### src/hw/rtl/ymsg_pkg.sv
// Shared types and constants for the YMSG header deframer.
// Holds phase codes, magic bytes and the result record type.
// No dependencies.
`timescale 1ns / 1ps

package ymsg_pkg;

    localparam int PHASE_W = 5;

    localparam logic [PHASE_W-1:0] PH_HUNT_Y     = 5'd0;
    localparam logic [PHASE_W-1:0] PH_HUNT_G     = 5'd3;
    localparam logic [PHASE_W-1:0] PH_VERSION_LO = 5'd5;
    localparam logic [PHASE_W-1:0] PH_SKIP_LO    = 5'd7;
    localparam logic [PHASE_W-1:0] PH_LENGTH_LO  = 5'd9;
    localparam logic [PHASE_W-1:0] PH_SERVICE_LO = 5'd11;
    localparam logic [PHASE_W-1:0] PH_STATUS_LO  = 5'd15;
    localparam logic [PHASE_W-1:0] PH_SESSION_LO = 5'd19;
    localparam logic [PHASE_W-1:0] PH_PAYLOAD    = 5'd20;

    localparam logic KIND_HEADER  = 1'b0;
    localparam logic KIND_PAYLOAD = 1'b1;

    typedef logic [7:0] byte_t;

    function automatic byte_t magic_byte(input logic [1:0] idx);
        byte_t b;
        case (idx)
            2'd0:    b = 8'h59;
            2'd1:    b = 8'h4D;
            2'd2:    b = 8'h53;
            2'd3:    b = 8'h47;
            default: b = 8'h59;
        endcase
        return b;
    endfunction

    typedef struct packed {
        logic        kind;
        logic [15:0] version;
        logic [15:0] payload_length;
        logic [15:0] service;
        logic [31:0] status;
        logic [31:0] session_word;
        logic [7:0]  payload_byte;
        logic        last;
    } result_t;

    typedef struct packed {
        logic    valid;
        result_t data;
    } result_msg_t;

endpackage

### src/hw/rtl/ymsg_parser.sv
// Header parser: phase counter and header field registers, plus the
// result that the current byte produces. Depends on ymsg_pkg.
`timescale 1ns / 1ps

module ymsg_parser
    import ymsg_pkg::*;
(
    input  logic        clk,
    input  logic        rst_n,
    input  logic        fire,
    input  byte_t       data_byte,
    output result_msg_t result
);

    logic [PHASE_W-1:0] phase_reg, phase_next, p;
    logic [15:0]        version_reg, version_next;
    logic [15:0]        bytes_left_reg, bytes_left_next;
    logic [15:0]        service_reg, service_next;
    logic [31:0]        status_reg, status_next;
    logic [31:0]        session_reg, session_next;
    logic [15:0]        left_dec;

    assign left_dec = bytes_left_reg - 16'd1;

    always_comb
    begin
        p               = (phase_reg > PH_PAYLOAD) ? PH_HUNT_Y : phase_reg;
        phase_next      = p + 5'd1;
        version_next    = version_reg;
        bytes_left_next = bytes_left_reg;
        service_next    = service_reg;
        status_next     = status_reg;
        session_next    = session_reg;
        result          = '0;

        if (p <= PH_HUNT_G) begin
            if (data_byte != magic_byte(p[1:0])) begin
                phase_next = PH_HUNT_Y;
            end
        end else if (p <= PH_VERSION_LO) begin
            version_next = {version_reg[7:0], data_byte};
        end else if (p <= PH_SKIP_LO) begin
            phase_next = p + 5'd1;
        end else if (p <= PH_LENGTH_LO) begin
            bytes_left_next = {bytes_left_reg[7:0], data_byte};
        end else if (p <= PH_SERVICE_LO) begin
            service_next = {service_reg[7:0], data_byte};
        end else if (p <= PH_STATUS_LO) begin
            status_next = {status_reg[23:0], data_byte};
        end else if (p <= PH_SESSION_LO) begin
            session_next = {session_reg[23:0], data_byte};
            if (p == PH_SESSION_LO) begin
                result.valid               = 1'b1;
                result.data.kind           = KIND_HEADER;
                result.data.version        = version_reg;
                result.data.payload_length = bytes_left_reg;
                result.data.service        = service_reg;
                result.data.status         = status_reg;
                result.data.session_word   = session_next;
                result.data.last           = (bytes_left_reg == 16'd0);
                phase_next = (bytes_left_reg == 16'd0) ? PH_HUNT_Y : PH_PAYLOAD;
            end
        end else begin
            bytes_left_next          = left_dec;
            result.valid             = 1'b1;
            result.data.kind         = KIND_PAYLOAD;
            result.data.payload_byte = data_byte;
            result.data.last         = (left_dec == 16'd0);
            phase_next = (left_dec == 16'd0) ? PH_HUNT_Y : PH_PAYLOAD;
        end
    end

    always_ff @(posedge clk or negedge rst_n)
    begin
        if (!rst_n) begin
            phase_reg      <= PH_HUNT_Y;
            version_reg    <= '0;
            bytes_left_reg <= '0;
            service_reg    <= '0;
            status_reg     <= '0;
            session_reg    <= '0;
        end else if (fire) begin
            phase_reg      <= phase_next;
            version_reg    <= version_next;
            bytes_left_reg <= bytes_left_next;
            service_reg    <= service_next;
            status_reg     <= status_next;
            session_reg    <= session_next;
        end
    end

endmodule

### src/hw/rtl/ymsg_out_buf.sv
// Two-entry result buffer that registers every result and decouples
// the output ready from the input side. Depends on ymsg_pkg.
`timescale 1ns / 1ps

module ymsg_out_buf
    import ymsg_pkg::*;
(
    input  logic    clk,
    input  logic    rst_n,
    input  logic    push,
    input  result_t push_data,
    output logic    space,
    output logic    out_valid,
    input  logic    out_ready,
    output result_t out_data
);

    result_t     entry_reg [2];
    logic        wr_ptr_reg, wr_ptr_next;
    logic        rd_ptr_reg, rd_ptr_next;
    logic [1:0]  count_reg, count_next;
    logic        pop;

    assign space     = (count_reg != 2'd2);
    assign out_valid = (count_reg != 2'd0);
    assign out_data  = entry_reg[rd_ptr_reg];
    assign pop       = out_valid && out_ready;

    always_comb
    begin
        wr_ptr_next = push ? ~wr_ptr_reg : wr_ptr_reg;
        rd_ptr_next = pop ? ~rd_ptr_reg : rd_ptr_reg;
        count_next  = count_reg + {1'b0, push} - {1'b0, pop};
    end

    always_ff @(posedge clk or negedge rst_n)
    begin
        if (!rst_n) begin
            wr_ptr_reg <= 1'b0;
            rd_ptr_reg <= 1'b0;
            count_reg  <= 2'd0;
        end else begin
            wr_ptr_reg <= wr_ptr_next;
            rd_ptr_reg <= rd_ptr_next;
            count_reg  <= count_next;
        end
    end

    always_ff @(posedge clk)
    begin
        if (push) begin
            entry_reg[wr_ptr_reg] <= push_data;
        end
    end

endmodule

### src/hw/rtl/ymsg_header_deframer_unit.sv
// Top level of the YMSG header deframer.
// Instantiates ymsg_parser and ymsg_out_buf; depends on ymsg_pkg.
`timescale 1ns / 1ps

// One stream byte is taken per clock whenever the two-entry result buffer
// has room, so the block sustains one item per cycle. The parser hunts for
// "YMSG", collects the 20-byte header and emits one header result, then one
// result per payload byte with last set on the final one. Each result is
// registered in the buffer and reaches the output only after its byte is
// accepted. Use one instance per stream direction.
module ymsg_header_deframer_unit
    import ymsg_pkg::*;
(
    input  logic        clk,
    input  logic        rst_n,
    input  logic        in_valid,
    output logic        in_ready,
    input  logic [7:0]  data_byte,
    output logic        out_valid,
    input  logic        out_ready,
    output logic        kind,
    output logic [15:0] version,
    output logic [15:0] payload_length,
    output logic [15:0] service,
    output logic [31:0] status,
    output logic [31:0] session_word,
    output logic [7:0]  payload_byte,
    output logic        last
);

    logic        fire;
    logic        space;
    result_msg_t result;
    result_t     out_data;

    assign in_ready = space;
    assign fire     = in_valid && in_ready;

    ymsg_parser u_parser (
        .clk       (clk),
        .rst_n     (rst_n),
        .fire      (fire),
        .data_byte (data_byte),
        .result    (result)
    );

    ymsg_out_buf u_out_buf (
        .clk       (clk),
        .rst_n     (rst_n),
        .push      (fire && result.valid),
        .push_data (result.data),
        .space     (space),
        .out_valid (out_valid),
        .out_ready (out_ready),
        .out_data  (out_data)
    );

    assign kind           = out_data.kind;
    assign version        = out_data.version;
    assign payload_length = out_data.payload_length;
    assign service        = out_data.service;
    assign status         = out_data.status;
    assign session_word   = out_data.session_word;
    assign payload_byte   = out_data.payload_byte;
    assign last           = out_data.last;

    assert property (@(posedge clk) disable iff (!rst_n)
        !in_ready |-> out_valid)
        else $error("Input stalled while the result buffer is empty.");

    assert property (@(posedge clk) disable iff (!rst_n)
        out_valid && kind == KIND_HEADER |-> payload_byte == 8'd0)
        else $error("Header result carries a payload byte.");

    assert property (@(posedge clk) disable iff (!rst_n)
        out_valid && kind == KIND_PAYLOAD |->
            version == 16'd0 && payload_length == 16'd0 && status == 32'd0)
        else $error("Payload result carries header fields.");

    assert property (@(posedge clk) disable iff (!rst_n)
        fire && result.valid && result.data.kind == KIND_HEADER |=> out_valid)
        else $error("Header result was not buffered.");

endmodule

### config.mk
export PLATFORM = sky130hd
export DESIGN_NAME = ymsg_header_deframer_unit
export DESIGN_NICKNAME = d
export VERILOG_FILES = /design/src/hw/rtl/ymsg_pkg.sv /design/src/hw/rtl/ymsg_parser.sv /design/src/hw/rtl/ymsg_out_buf.sv /design/src/hw/rtl/ymsg_header_deframer_unit.sv
export SDC_FILE = /design/constraint.sdc
export NUM_CORES = 1
export LEC_CHECK = 0
export BUFFER_PORTS_ARGS = -buffer_cell sky130_fd_sc_hd__buf_2
export CORE_ASPECT_RATIO = 1.4
export CORE_MARGIN = 3
export CORE_UTILIZATION = 57
export DETAILED_ROUTE_END_ITERATION = 7
export PLACE_DENSITY_LB_ADDON = 0.08
export SYNTH_ARGS = -nofsm -noshare
export SYNTH_HDL_FRONTEND = slang
export SYNTH_SLANG_ARGS = --single-unit
### constraint.sdc
create_clock -name clk -period 9.6 [get_ports clk]
set_input_delay 1.92 -clock clk [delete_from_list [all_inputs] [get_ports clk]]
set_output_delay 1.92 -clock clk [all_outputs]
set_load 0.02 [all_outputs]
# [Yosys cells after proc, flatten, opt, wreduce, memory -nomap -nowiden]
# Memories as Yosys holds them, arrays and structs flattened.
# Index checks and enable logic that the tools add are counted.
[totals] reg_bits=113 mem_count=1 mem_bits_rw=244 output_inout_bits=124 latchBits=0 rom_bits=0 elab_cells=83 in_bits=12
[op_classes] n_lt_le_gt_ge=8 eq_ne=9 shift=0 muxes=32 n_div=0 multipliers=0 add_sub_neg=4 n_bitwise=8 n_reduce_logical=12
[mem_list] memory="u_out_buf.entry_reg" words=2 word_bits=122 read_ports=1 rd_ports_with_merged_regs=0 wr=1 line_no="ymsg_out_buf.sv:18" source="result_t entry_reg [2];"
[op_table] cell="$mux 123" count=6
[op_table] cell="$mux 114" count=1
[op_table] cell="$mux 112" count=1
[op_table] cell="$mux 16" count=4
[op_table] cell="$mux 5" count=12
[op_table] cell="$logic_not 16->1" count=2
[op_table] cell="$pmux 8 s4" count=1
[op_table] cell="$mux 8" count=2
[op_table] cell="$sub 16x1->16 const B" count=1
[op_table] cell="$le 5x4->1 const B" count=3
[op_table] cell="$reduce_and 7->1" count=2
[op_table] cell="$le 5x3->1 const B" count=2
[op_table] cell="$ne 8x8->1" count=1
[op_table] cell="$not 1->1" count=8
[op_table] cell="$reduce_and 8->1" count=1
[op_table] cell="$ne 2x1->1 const B" count=3
[op_table] cell="$reduce_and 6->1" count=1
[op_table] cell="$add 5x1->5 const B" count=1
[op_table] cell="$eq 5x5->1 const B" count=1
[op_table] cell="$gt 5x5->1 const B" count=1
[op_table] cell="$le 5x2->1 const B" count=1
[op_table] cell="$le 5x5->1 const B" count=1
[op_table] cell="$eq 2x2->1 const B" count=2
[op_table] cell="$mux 1" count=4
[op_table] cell="other kinds (9)" count=11

# [Longest topological paths before layout]
[depth] word_depth=14 depth_mapped=14 mapped_depth_nobuf=13

# [Modules after synthesis]
# From an unflattened synthesis, not the netlist that was laid out.
[unflattened] hier_cells=959 area_unflattened_um2=15265.9
[by_module_without_submodules] module="ymsg_out_buf" area_each_um2=9291.4 instances=1 seq_area_each_um2=7427.1 cells_per_inst=397
[by_module_without_submodules] module="ymsg_parser" area_each_um2=5962.0 instances=1 seq_area_each_um2=2727.6 cells_per_inst=560
[by_module_without_submodules] module="ymsg_header_deframer_unit" area_each_um2=12.5 instances=1 seq_area_each_um2=0.0 cells_per_inst=2

# [Worst setup path after synthesis]
# OpenSTA, ideal clock, no wires.
[synth_timing] path_kind="input port to flip-flop" startpoint="input in_valid" endpoint="memory u_out_buf.entry_reg[0][0] in the netlist's numbering, enable pin" required_time_ns=8.995 n_path_buf=1 slack_ns=1.578 t_arrival_ns=7.418 path_stages=4 setup_ns=0.605 cell_sequence="and2_1 -> clkbuf_1 -> nand2_1 -> nor2_1"
[synth_between] elab_chain_len=4
[synth_lines] element="start, declared" line_no="ymsg_header_deframer_unit.sv:16" source="input logic in_valid,"
[synth_lines] element="$logic_and 1x1->1" line_no="ymsg_header_deframer_unit.sv:37" source="assign fire = in_valid && in_ready;"
[synth_lines] element="$logic_and 1x1->1" line_no="ymsg_header_deframer_unit.sv:50" source=".push (fire && result.valid),"
[synth_lines] element="$mux 1" line_no="ymsg_out_buf.sv:51" source="if (push) begin"
[synth_lines] element="$mux 1 (not written as such)" line_no="ymsg_out_buf.sv:52" source="entry_reg[wr_ptr_reg] <= push_data;"
[synth_lines] element="end, declared" line_no="ymsg_out_buf.sv:18"
# Every way passes these cells.

# [Worst setup path in the final report]
[layout_timing] startpoint="register u_out_buf.rd_ptr_reg" endpoint="output payload_length[1]"
[layout_between] elab_chain_len=1
[layout_lines] element="start, declared" line_no="ymsg_out_buf.sv:20" source="logic rd_ptr_reg, rd_ptr_next;"
[layout_lines] element="start signal, assigned" line_no="ymsg_out_buf.sv:44" source="rd_ptr_reg <= rd_ptr_next;"
[layout_lines] element="$mem_v2 2x122"
[layout_lines] element="end, declared" line_no="ymsg_header_deframer_unit.sv:23" source="output logic [15:0] payload_length,"
# Every way passes these cells.

==> results.md <==
- Status: complete, no violations
- Post-CTS sizing: 0
- Pin count of the biggest net entering global routing: 81
- Root Buffer: clkbuf_16
- Setup bufs post-CTS: 0
- R2R Path Start: u_parser.phase_reg[2]$_DFFE_PN0P_
- Maximum VDD drop: 0.1836 mV
- ANT nets after route: 0
- Number of port buffers: 135
- Nets: 1100
- Max Fclk: 0.2060 GHz
- R2r endpoint: u_out_buf.entry_reg[0][100]$_DFFE_PP_
- Antenna violations before repair: 1
- Max_slew headroom: 22.37%
- Syn_area_per_cell: 15.55 um2
- CP max FO: 76
- TNS Setup: 0 ps
- Crit path required time: 7680 ps
- Crit path launch type: flip-flop
- Post-synth top flop: edfxtp_1
- Global Route Usage Sum: 20.27%
- Drt initial violations: 516
- Yosys top cell by area: edfxtp_1
- Crit path arrival time: 2930 ps
- Hold_buf cts: 0
- Max FFs per register: 244
- Part of the cycle the worst path needs: 50.56%
- Vias after detailed routing: 8119
- Remaining global-route overflow: 0
- Minimum clock period: 4854 ps
- Fin. max-slew vios: 0
- First-pass GRT wire length: 44.53 mm
- Die width: 142.3 um
- Syn. warnings: 0
- Hold Crit Depth: 1
- Clock Path Buffers: 3
- Reg2reg setup slack: 4990 ps
- Area growth from synthesis to layout: 13.73%
- Std cell rows: 69
- Starting density of the core: 58.20%
- Synth area leaders: edfxtp_1 49%, dfrtp_1 19%, mux2_2 11%
- Most frequent cell after synthesis: edfxtp_1
- Commonest cells in the synthesized netlist: 244 x edfxtp_1, 147 x mux2_2, 125 x and2_1, 113 x dfrtp_1, 63 x mux2_1
- Number of synthesized register bits: 357
- Setup crit end kind: output pin
- DR DRC count: 0
- Dpl hpwl: 17.28 mm
- CP Class: flip-flop to output pin
- CTS tree: done
- Synth cell types: 59
- R2R cell count: 10
- Util after Layout: 66.19%
- Max cap viols: 0
- Worst-Margin Slew: 1165 ps
- Clock buffer count from CTS: 35
- Setup Skew: 20.86 ps
- Final GP Congestion: 0.8909
- H-tree depth: 2
- Final hold vios: 0
- Vias in the first global route: 8167
- Post-synthesis sequential area ratio: 68.51%
- Total wire length: 28.44 mm
- Power Dens Cells: 277.9 mW/mm2
- Min-delay worst type: flip-flop to flip-flop
- Vias/cell: 5.690
- Final setup viols: 0
- Drt pass-1 iters: 5
- Clk_lat worst skew: 510 ps
- Chip Height: 196.8 um
- EDFF count, synth: 244
- Synth top area share: 49.43%
- Syn Nets: 972
- Clock transition at path regs: 60 ps
- Ys async rst share: 31.65%
- P_leak: 6.456 nW
- Cells after Synth: 953
- RSZ-0062 raised after global routing: false
- Top Ports: 136
- Total core area: 0.02547 mm2
- Mapped cell area: 0.01482 mm2
- Ratio of cells with drive above 1 in the final layout: 31.80%
- Hold endpoint: u_parser.service_reg[13]$_DFFE_PN0P_
- CTS sink count: 357
- Wire per inst: 19.93 um
- Hold Startpoint: u_parser.service_reg[13]$_DFFE_PN0P_
- Die area: 0.02800 mm2
- Design Power: 4.684 mW
cell families (layout without fill, tap and decap cells):
family | Yosys count | after routing | synth area share, %
mux | 211 | 211 | 16.02
xor+xnor | 7 | 7 | 0.4136
simple gates | 222 | 222 | 8.990
other cells | 0 | 1 | 0
flops | 357 | 357 | 68.51
buf+inv | 64 | 218 | 1.806
compound gates | 85 | 85 | 3.664
fa+ha+maj | 7 | 7 | 0.5909
worst max-delay path: stages, from the launching register on:
cell	delay [ps]
dfrtp_4	880
buf_4	860
mux2_2	430
buf_2	160
area by class of cell:
type	instances	area, um2
clock buffers	48	977.2
repair buffers	147	768.2
clock inverters	15	100.1
flip-flops and latches	357	10160
inverters	8	30.03
well taps	319	399.1
diodes	1	2.502
fillers	1847	8611
multi-input cells	532	4422
layout by cell type (no fill, tap or decap), types with 10 or more instances in the layout:
master / Yosys / routed
a21oi_1: 20 / 20
and2_1: 125 / 125
buf_2: 10 / 134
buf_4: 0 / 13
clkbuf_1: 43 / 10
clkbuf_16: 0 / 37
dfrtp_1: 113 / 112
edfxtp_1: 244 / 244
mux2_1: 63 / 63
mux2_2: 147 / 147
nand2_1: 20 / 20
nor2_1: 20 / 19
nor3_1: 11 / 11
o21ai_0: 10 / 10
o21ai_1: 15 / 15
worst max path at each step:
stage / from / cells after the start / slack [ps] / end
2_1_floorplan: in_valid / 4 / 1580 / u_out_buf.entry_reg[0][0]$_DFFE_PP_
3_3_place_gp: in_valid / 6 / 5060 / u_out_buf.entry_reg[0][99]$_DFFE_PP_
3_5_place_dp: in_valid / 6 / 5040 / u_out_buf.entry_reg[0][99]$_DFFE_PP_
4_1_cts: u_out_buf.rd_ptr_reg$_DFFE_PN0P_ / 3 / 4660 / status[14]
5_1_grt: u_out_buf.rd_ptr_reg$_DFFE_PN0P_ / 3 / 4580 / payload_length[0]
6_report: u_out_buf.rd_ptr_reg$_DFFE_PN0P_ / 3 / 4750 / payload_length[1]
metrics by stage:
step | instances | hold WS, ps | setup slack, ps | cell area [um2]
floorplan | 953 | 448.9 | 1578 | 14820
global placement | 1363 | 463.4 | 5059 | 15780
detailed placement | 1363 | 466.5 | 5041 | 15780
CTS | 1426 | 479.8 | 4661 | 16850
global route | 1427 | 497.3 | 4576 | 16860
finish | 1427 | 477.2 | 4746 | 16860
power by group:
part / switching (mW) / leakage, nW / internal (mW)
Clock: 0.544 / 0.526 / 0.742
Combinational: 0.699 / 2.30 / 0.588
Sequential: 0.249 / 3.63 / 1.86
Total: 1.49 / 6.46 / 3.19
metal layers:
metal / global-route usage (%) / share of wire [%]
met1: 26.98 / 42
met2: 34.59 / 52
met3: 3.034 / 3.2
met4: 6.366 / 2.5
met5: 0 / 0
No activity file was read; power rests on OpenSTA's default activity.
